**src/rtl/pidc_pkg.sv**
```systemverilog
// Package for the PID controller step block: fixed field widths, reset values,
// register indexes and the mode flag group. No dependencies.
package pidc_pkg;

  // Gains and the sample period are fixed 16-bit unsigned fields.
  localparam int GAIN_W = 16;
  localparam int TICK_W = 16;
  localparam int CFG_IDX_W = 3;

  localparam int OUT_MAX_RESET = 255;
  localparam logic [TICK_W-1:0] PERIOD_RESET = TICK_W'(100);

  typedef enum logic [CFG_IDX_W-1:0] {
    REG_GAIN_P       = 3'd0,
    REG_GAIN_I       = 3'd1,
    REG_GAIN_D       = 3'd2,
    REG_OUT_MIN      = 3'd3,
    REG_OUT_MAX      = 3'd4,
    REG_P_ON_MEAS    = 3'd5,
    REG_REVERSE      = 3'd6,
    REG_SAMPLE_PER   = 3'd7
  } cfg_reg_t;

  typedef struct packed {
    logic p_on_meas;
    logic reverse;
  } mode_t;

endpackage

```
**src/rtl/pidc_clamp.sv**
```systemverilog
// Saturating clamp of a signed value to [lo, hi], upper bound tested first.
// Standalone; uses nothing from the package.
module pidc_clamp #(
  parameter int VW = 26,
  parameter int BW = 24
) (
  input  logic signed [VW-1:0] value,
  input  logic signed [BW-1:0] lo,
  input  logic signed [BW-1:0] hi,
  output logic signed [BW-1:0] result
);

  logic signed [VW-1:0] lo_x;
  logic signed [VW-1:0] hi_x;

  assign lo_x = VW'(lo);
  assign hi_x = VW'(hi);

  // With inverted limits the upper test wins, then the lower one.
  always_comb begin
    priority if (value > hi_x) begin
      result = hi;
    end else if (value < lo_x) begin
      result = lo;
    end else begin
      result = BW'(value);
    end
  end

endmodule

```
**src/rtl/pidc_core.sv**
```systemverilog
// Combinational PID step for one tick: mode transfer, tick timing, the three
// gain products and the clamps. Depends on pidc_pkg and pidc_clamp.
module pidc_core #(
  parameter int DATA_WIDTH = 16,
  parameter int GAIN_FRAC_BITS = 8,
  localparam int FXW = DATA_WIDTH + GAIN_FRAC_BITS,
  localparam int IW = FXW + 1
) (
  input  logic signed [DATA_WIDTH-1:0]      measured,
  input  logic signed [DATA_WIDTH-1:0]      target,
  input  logic                              auto_mode,
  input  logic signed [DATA_WIDTH-1:0]      manual_output,
  input  logic [pidc_pkg::GAIN_W-1:0]       gain_p,
  input  logic [pidc_pkg::GAIN_W-1:0]       gain_i,
  input  logic [pidc_pkg::GAIN_W-1:0]       gain_d,
  input  logic signed [DATA_WIDTH-1:0]      out_min,
  input  logic signed [DATA_WIDTH-1:0]      out_max,
  input  pidc_pkg::mode_t                   mode,
  input  logic [pidc_pkg::TICK_W-1:0]       sample_period,
  input  logic signed [IW-1:0]              integral_sum,
  input  logic                              clamp_pending,
  input  logic signed [DATA_WIDTH-1:0]      last_measured,
  input  logic [pidc_pkg::TICK_W-1:0]       ticks,
  input  logic                              auto_flag,
  output logic signed [IW-1:0]              integral_hold,
  output logic signed [IW-1:0]              integral_next,
  output logic signed [DATA_WIDTH-1:0]      last_next,
  output logic [pidc_pkg::TICK_W-1:0]       ticks_next,
  output logic                              auto_next,
  output logic signed [DATA_WIDTH-1:0]      drive,
  output logic                              computed
);

  localparam int KW = pidc_pkg::GAIN_W + 1;
  localparam int EW = DATA_WIDTH + 1;
  localparam int PW = KW + EW;
  localparam int SW = PW + 2;

  logic signed [FXW-1:0] lo_fx;
  logic signed [FXW-1:0] hi_fx;
  logic signed [FXW-1:0] manual_fx;
  logic signed [FXW-1:0] preload_fx;
  logic signed [FXW-1:0] held_fx;
  logic signed [IW-1:0]  integral_start;
  logic signed [DATA_WIDTH-1:0] last_start;
  logic [pidc_pkg::TICK_W-1:0] ticks_inc;
  logic                  run;
  logic                  preload;
  logic signed [KW-1:0]  kp;
  logic signed [KW-1:0]  ki;
  logic signed [KW-1:0]  kd;
  logic signed [EW-1:0]  err;
  logic signed [EW-1:0]  din;
  logic signed [EW-1:0]  p_operand;
  logic signed [PW-1:0]  p_prod;
  logic signed [PW-1:0]  i_prod;
  logic signed [PW-1:0]  d_prod;
  logic signed [SW-1:0]  integral_raw;
  logic signed [FXW-1:0] integral_cl;
  logic signed [SW-1:0]  out_raw;
  logic signed [FXW-1:0] out_cl;

  assign lo_fx = FXW'(out_min) <<< GAIN_FRAC_BITS;
  assign hi_fx = FXW'(out_max) <<< GAIN_FRAC_BITS;
  assign manual_fx = FXW'(manual_output) <<< GAIN_FRAC_BITS;

  // A limit write while in auto leaves the accumulator to be clamped again.
  pidc_clamp #(.VW(IW), .BW(FXW)) u_hold_clamp (
    .value(integral_sum), .lo(lo_fx), .hi(hi_fx), .result(held_fx)
  );

  assign integral_hold = clamp_pending ? IW'(held_fx) : integral_sum;

  // Bumpless transfer: entering auto preloads the accumulator and last input.
  pidc_clamp #(.VW(FXW), .BW(FXW)) u_preload_clamp (
    .value(manual_fx), .lo(lo_fx), .hi(hi_fx), .result(preload_fx)
  );

  assign preload = auto_mode && !auto_flag;
  assign integral_start = preload ? IW'(preload_fx) : integral_hold;
  assign last_start = preload ? measured : last_measured;
  assign auto_next = auto_mode;

  assign ticks_inc = (&ticks) ? ticks : ticks + 1'b1;
  assign run = auto_mode && (ticks_inc >= sample_period);

  assign kp = mode.reverse ? -$signed({1'b0, gain_p}) : $signed({1'b0, gain_p});
  assign ki = mode.reverse ? -$signed({1'b0, gain_i}) : $signed({1'b0, gain_i});
  assign kd = mode.reverse ? -$signed({1'b0, gain_d}) : $signed({1'b0, gain_d});

  assign err = EW'(target) - EW'(measured);
  assign din = EW'(measured) - EW'(last_start);

  // The proportional gain acts on either the error or the input change.
  assign p_operand = mode.p_on_meas ? din : err;
  assign p_prod = PW'(kp) * PW'(p_operand);
  assign i_prod = PW'(ki) * PW'(err);
  assign d_prod = PW'(kd) * PW'(din);

  assign integral_raw = SW'(integral_start) + SW'(i_prod)
                      - (mode.p_on_meas ? SW'(p_prod) : SW'(0));

  pidc_clamp #(.VW(SW), .BW(FXW)) u_integral_clamp (
    .value(integral_raw), .lo(lo_fx), .hi(hi_fx), .result(integral_cl)
  );

  assign out_raw = (mode.p_on_meas ? SW'(0) : SW'(p_prod)) + SW'(integral_cl)
                 - SW'(d_prod);

  pidc_clamp #(.VW(SW), .BW(FXW)) u_out_clamp (
    .value(out_raw), .lo(lo_fx), .hi(hi_fx), .result(out_cl)
  );

  always_comb begin
    if (run) begin
      integral_next = IW'(integral_cl);
      last_next     = measured;
      ticks_next    = '0;
      // Dropping the fraction bits of a two's complement value floors it.
      drive         = out_cl[FXW-1:GAIN_FRAC_BITS];
      computed      = 1'b1;
    end else begin
      integral_next = integral_start;
      last_next     = last_start;
      ticks_next    = ticks_inc;
      drive         = manual_output;
      computed      = 1'b0;
    end
  end

endmodule

```
**src/rtl/pid_controller_step.sv**
```systemverilog
// Top level of the PID controller step: handshakes, configuration registers,
// controller state and the input and result registers.
// Depends on pidc_pkg and pidc_core (which uses pidc_clamp).
//
//   Channel   Handshake               Carries
//   -------   ---------------------   ----------------------------------------
//   input     in_valid / in_ready     measured, target, auto_mode, manual_output
//   result    out_valid / out_ready   drive, computed, in_auto
//   config    cfg_we (no wait)        cfg_index, cfg_data
//
// Every input transaction is one time tick and yields exactly one result
// transaction. The block sustains one transaction per cycle while the consumer
// takes each result: a tick is caught in the input register, runs through the
// combinational PID step (three gain multipliers and the clamps) and lands in
// the result register, from which the consumer takes it. The controller state
// advances at the edge at which a tick moves from the input register into the
// result register. When the result register is full and not taken, the tick
// waits in the input register and in_ready falls; nothing is dropped.
// Reset clears the handshake state, loads the register reset values and puts
// the controller in manual mode with the tick counter saturated, so the first
// automatic tick computes at once.
module pid_controller_step #(
  parameter int DATA_WIDTH = 16,
  parameter int GAIN_FRAC_BITS = 8,
  localparam int CFG_W = (DATA_WIDTH > pidc_pkg::GAIN_W) ? DATA_WIDTH
                                                          : pidc_pkg::GAIN_W
) (
  input  logic                             clk,
  input  logic                             rst,
  input  logic                             in_valid,
  output logic                             in_ready,
  input  logic signed [DATA_WIDTH-1:0]     measured,
  input  logic signed [DATA_WIDTH-1:0]     target,
  input  logic                             auto_mode,
  input  logic signed [DATA_WIDTH-1:0]     manual_output,
  output logic                             out_valid,
  input  logic                             out_ready,
  output logic signed [DATA_WIDTH-1:0]     drive,
  output logic                             computed,
  output logic                             in_auto,
  input  logic                             cfg_we,
  input  logic [pidc_pkg::CFG_IDX_W-1:0]   cfg_index,
  input  logic [CFG_W-1:0]                 cfg_data
);

  localparam int IW = DATA_WIDTH + GAIN_FRAC_BITS + 1;

  // Configuration registers.
  logic [pidc_pkg::GAIN_W-1:0]   gain_p;
  logic [pidc_pkg::GAIN_W-1:0]   gain_i;
  logic [pidc_pkg::GAIN_W-1:0]   gain_d;
  logic signed [DATA_WIDTH-1:0]  out_min;
  logic signed [DATA_WIDTH-1:0]  out_max;
  pidc_pkg::mode_t               mode;
  logic [pidc_pkg::TICK_W-1:0]   sample_period;

  // Controller state.
  logic signed [IW-1:0]          integral_sum;
  logic                          clamp_pending;
  logic signed [DATA_WIDTH-1:0]  last_measured;
  logic [pidc_pkg::TICK_W-1:0]   ticks;
  logic                          auto_flag;

  // Input register.
  logic                          s1_valid;
  logic signed [DATA_WIDTH-1:0]  s1_measured;
  logic signed [DATA_WIDTH-1:0]  s1_target;
  logic                          s1_auto_mode;
  logic signed [DATA_WIDTH-1:0]  s1_manual;

  // Step results.
  logic signed [IW-1:0]          integral_hold;
  logic signed [IW-1:0]          integral_next;
  logic signed [DATA_WIDTH-1:0]  last_next;
  logic [pidc_pkg::TICK_W-1:0]   ticks_next;
  logic                          auto_next;
  logic signed [DATA_WIDTH-1:0]  drive_next;
  logic                          computed_next;

  logic                          advance;
  logic                          limit_write;

  // A tick moves on when the result register is empty or being emptied.
  assign advance  = s1_valid && (!out_valid || out_ready);
  assign in_ready = !s1_valid || advance;

  // Writing either limit while in auto sets clamp_pending, which re-clamps the accumulator.
  assign limit_write = cfg_we && auto_flag &&
                       ((cfg_index == pidc_pkg::REG_OUT_MIN) ||
                        (cfg_index == pidc_pkg::REG_OUT_MAX));

  always_ff @(posedge clk) begin
    if (rst) begin
      gain_p        <= '0;
      gain_i        <= '0;
      gain_d        <= '0;
      out_min       <= '0;
      out_max       <= DATA_WIDTH'(pidc_pkg::OUT_MAX_RESET);
      mode          <= '0;
      sample_period <= pidc_pkg::PERIOD_RESET;
    end else if (cfg_we) begin
      unique case (pidc_pkg::cfg_reg_t'(cfg_index))
        pidc_pkg::REG_GAIN_P:     gain_p        <= cfg_data[pidc_pkg::GAIN_W-1:0];
        pidc_pkg::REG_GAIN_I:     gain_i        <= cfg_data[pidc_pkg::GAIN_W-1:0];
        pidc_pkg::REG_GAIN_D:     gain_d        <= cfg_data[pidc_pkg::GAIN_W-1:0];
        pidc_pkg::REG_OUT_MIN:    out_min       <= cfg_data[DATA_WIDTH-1:0];
        pidc_pkg::REG_OUT_MAX:    out_max       <= cfg_data[DATA_WIDTH-1:0];
        pidc_pkg::REG_P_ON_MEAS:  mode.p_on_meas <= cfg_data[0];
        pidc_pkg::REG_REVERSE:    mode.reverse  <= cfg_data[0];
        pidc_pkg::REG_SAMPLE_PER: sample_period <= cfg_data[pidc_pkg::TICK_W-1:0];
        default:                  gain_p        <= gain_p;
      endcase
    end
  end

  // The state moves only with a tick; a pending re-clamp applies otherwise.
  always_ff @(posedge clk) begin
    if (rst) begin
      integral_sum  <= '0;
      clamp_pending <= 1'b0;
      last_measured <= '0;
      ticks         <= '1;
      auto_flag     <= 1'b0;
    end else begin
      clamp_pending <= limit_write;
      if (advance) begin
        integral_sum  <= integral_next;
        last_measured <= last_next;
        ticks         <= ticks_next;
        auto_flag     <= auto_next;
      end else if (clamp_pending) begin
        integral_sum  <= integral_hold;
      end
    end
  end

  always_ff @(posedge clk) begin
    if (rst) begin
      s1_valid <= 1'b0;
    end else if (in_ready) begin
      s1_valid <= in_valid;
    end
  end

  always_ff @(posedge clk) begin
    if (in_valid && in_ready) begin
      s1_measured  <= measured;
      s1_target    <= target;
      s1_auto_mode <= auto_mode;
      s1_manual    <= manual_output;
    end
  end

  pidc_core #(
    .DATA_WIDTH(DATA_WIDTH),
    .GAIN_FRAC_BITS(GAIN_FRAC_BITS)
  ) u_core (
    .measured(s1_measured),
    .target(s1_target),
    .auto_mode(s1_auto_mode),
    .manual_output(s1_manual),
    .gain_p(gain_p),
    .gain_i(gain_i),
    .gain_d(gain_d),
    .out_min(out_min),
    .out_max(out_max),
    .mode(mode),
    .sample_period(sample_period),
    .integral_sum(integral_sum),
    .clamp_pending(clamp_pending),
    .last_measured(last_measured),
    .ticks(ticks),
    .auto_flag(auto_flag),
    .integral_hold(integral_hold),
    .integral_next(integral_next),
    .last_next(last_next),
    .ticks_next(ticks_next),
    .auto_next(auto_next),
    .drive(drive_next),
    .computed(computed_next)
  );

  // Result register: filled by a moving tick, emptied by the consumer.
  always_ff @(posedge clk) begin
    if (rst) begin
      out_valid <= 1'b0;
    end else if (advance) begin
      out_valid <= 1'b1;
    end else if (out_ready) begin
      out_valid <= 1'b0;
    end
  end

  always_ff @(posedge clk) begin
    if (advance) begin
      drive    <= drive_next;
      computed <= computed_next;
      in_auto  <= auto_next;
    end
  end

endmodule
```
**config.mk**
```make
export PLATFORM = sky130hd
export DESIGN_NAME = pid_controller_step
export DESIGN_NICKNAME = d
export VERILOG_FILES = /design/src/rtl/pidc_pkg.sv /design/src/rtl/pidc_clamp.sv /design/src/rtl/pidc_core.sv /design/src/rtl/pid_controller_step.sv
export SDC_FILE = /design/constraint.sdc
export NUM_CORES = 2
export LEC_CHECK = 0
export ABC_AREA = 1
export BUFFER_PORTS_ARGS = -buffer_cell sky130_fd_sc_hd__buf_2
export CAP_MARGIN = 20
export CORE_ASPECT_RATIO = 1.4
export CORE_UTILIZATION = 30
export CTS_BUF_LIST = sky130_fd_sc_hd__clkbuf_16
export DETAILED_ROUTE_END_ITERATION = 10
export SLEW_MARGIN = 20
export SYNTH_ARGS = -nofsm -noshare
export SYNTH_HDL_FRONTEND = slang
export SYNTH_HIERARCHICAL = 1
export SYNTH_SLANG_ARGS = --single-unit
```
**constraint.sdc**
```tcl
create_clock -name clk -period 43 [get_ports clk]
set_input_delay 6.45 -clock clk [delete_from_list [all_inputs] [get_ports clk]]
set_output_delay 6.45 -clock clk [all_outputs]
set_load 0.02 [all_outputs]
```
==> results.md <==
* Final WL at between 200000 and 250000 µm
* Hold slack at about 470 ps
* Largest net degree at the start of global routing at 93
* Port Buf Inserts at between 90 and 100
* Net count reported at finish at about 9900
* DRC at 0
* H-tree levels at 1
* Area post-placement at 64460 µm²
* Layout cells sized above 1 at under 10%
* Die Y at ~540 µm
* Diodes inserted at 0
* Critical path's most frequent cell: nand2_1
* Netlist Area Pre-Place at 61040 µm²
* Remaining Overflow, GRT at 0
* Via count at around 54000
* Placer Congestion at 1.029
* Synth warn at 6
* Design Area, Final at between 60000 and 70000 µm²
* Vias/cell at 4.986
* Core area at around 200000 µm²
* RSZ-0062 raised after global routing: no
* Critical path class: reg2reg
* Post-DP HPWL at approximately 200000 µm
* Post CTS Setup Buffer Count at 0
* Worst clock skew at ~28 ps
* Vias in the first global route at 56208
* P&R area growth vs syn at 6.930%
* Post-CTS sizing at 0
* Pins Over Slew Limit at 0
* Class of the worst hold path: reg2reg
* Die width at roughly 380 µm
* F_max at 38.68 MHz
* Startpoint Class: flip-flop
* Die area at 205300 µm²
* Antenna violations before repair at 7
* Clk_lat worst skew at slightly above 600 ps
* Max-cap violations at 0
* Status: finished, final reports clean
* Rel. slew slack at about 18%
* Mapped Cells at between 8000 and 9000
* CTS Hold Bufs at 0
* First-pass GRT wire length at approximately 360000 µm
* Initial DRC Count at a little under 4000
* Clock Sinks at about 230
* Clock slew at reported path FFs at 60 ps
* CP peak stage delay at a little over 1000 ps
* Final min period at 25850 ps
* Clk buf depth at 3
* Setup TNS at 0 ps
* Row count at just under 200
* GRT Resource Usage Total at between 20% and 30%
* Root Buffer: clkbuf_16
* Final hold violation count at 0
* Slowest CP cell: fa_1
* Final Setup Violations at 0
* Initial core utilization at between 30% and 40%
* Tightest Pin Transition at 1230 ps
* Synth Area per Inst at 7.538 µm²
* Ports at 93
* CP required at roughly 43000 ps
* DRT Pass-1 Iters at 6
* CTS tree: done
* Worst setup EP type: flip-flop
* Clock buffer count from CTS at 25
* Data arrival, critical path at about 26000 ps
* Period utilization at around 60%
* Post-route ant nets at 0
* CP max FO at 55
* Avg WL per Cell at about 22 µm
==> critical path: cells and delay by family, from the launching register on <==
| kind | cells | cell delay, ps |
|---|---|---|
| and+or+nand+nor | 46 | 8880 |
| xor gates and xnor gates | 1 | 460 |
| DFF | 1 | 450 |
| adders and majority gates | 25 | 12010 |
| buffers and inverters | 16 | 2880 |
| AOI/OAI and AO/OA | 3 | 820 |
==> per-layer routing <==
metal	global-route usage, %	wire, µm	up-vias
li1	-	-	24703
met1	25.05	84800	26859
met2	40.82	118500	1937
met3	2.412	12370	638
met4	19.35	23990	0
met5	0	0	-
==> flip-flops by register name (all words and copies together) (netlist names), 2 cells and up <==
| signal | count |
|---|---|
| mode | 2 |
| ticks | 16 |
| out_min | 16 |
| integral_sum | 25 |
| s1_manual | 16 |
| out_max | 16 |
| gain_i | 16 |
| gain_p | 16 |
| s1_target | 16 |
| s1_measured | 16 |
| drive | 16 |
| sample_period | 16 |
| last_measured | 16 |
| gain_d | 16 |
==> per-stage QoR <==
stage          setup WS [ps]  utilization, %  cells
6_report               17150           32.35  10857
5_1_grt                15470           32.35  10857
4_1_cts                17210           32.34  10856
3_5_place_dp           17310           31.94  10810
3_3_place_gp           17410           31.94  10810
2_1_floorplan          23640               -   8217
==> cells in the final DEF (no fill, tap or decap), types with 16 or more instances in the layout <==
master and count:
a21o_1 27, a21oi_1 272, buf_2 92, buf_4 75, clkbuf_16 26, conb_1 120, dfxtp_1 157, edfxtp_1 67
fa_1 1013, ha_1 589, inv_1 1662, inv_2 26, mux2_2 23, nand2_1 1679, nand2_2 44, nand3_1 515
nand3_2 57, nand3b_1 16, nand4_1 77, nor2_1 971, nor2_2 30, nor3_1 35, o21ai_0 246, o21ai_1 18
o21bai_1 18, or2_2 30, xnor2_1 44, xor2_1 86
==> cell type report <==
class / count / area [µm²]
inverters: 1703 / 6405
flip-flops and latches: 226 / 5200
fillers: 21605 / 136500
repair buffers: 168 / 1035
well taps: 2659 / 3327
clock buffers: 26 / 650.6
multi-input cells: 6055 / 48500
clock inverters: 20 / 155.1
==> worst paths after layout <==
| path | startpoint | to | slack (ps) | cells after the start |
|---|---|---|---|---|
| max reg2reg | s1_auto_mode | drive[0] | 17150 | 91 |
| max | s1_auto_mode | drive[0] | 17150 | 91 |
| min | last_measured[2] | last_measured[2] | 470 | 2 |
| min reg2reg | last_measured[2] | last_measured[2] | 470 | 2 |
Power is left out: the tool's default activity adds up to more than one toggle a clock period on the data nets, which glitch-free logic cannot reach.
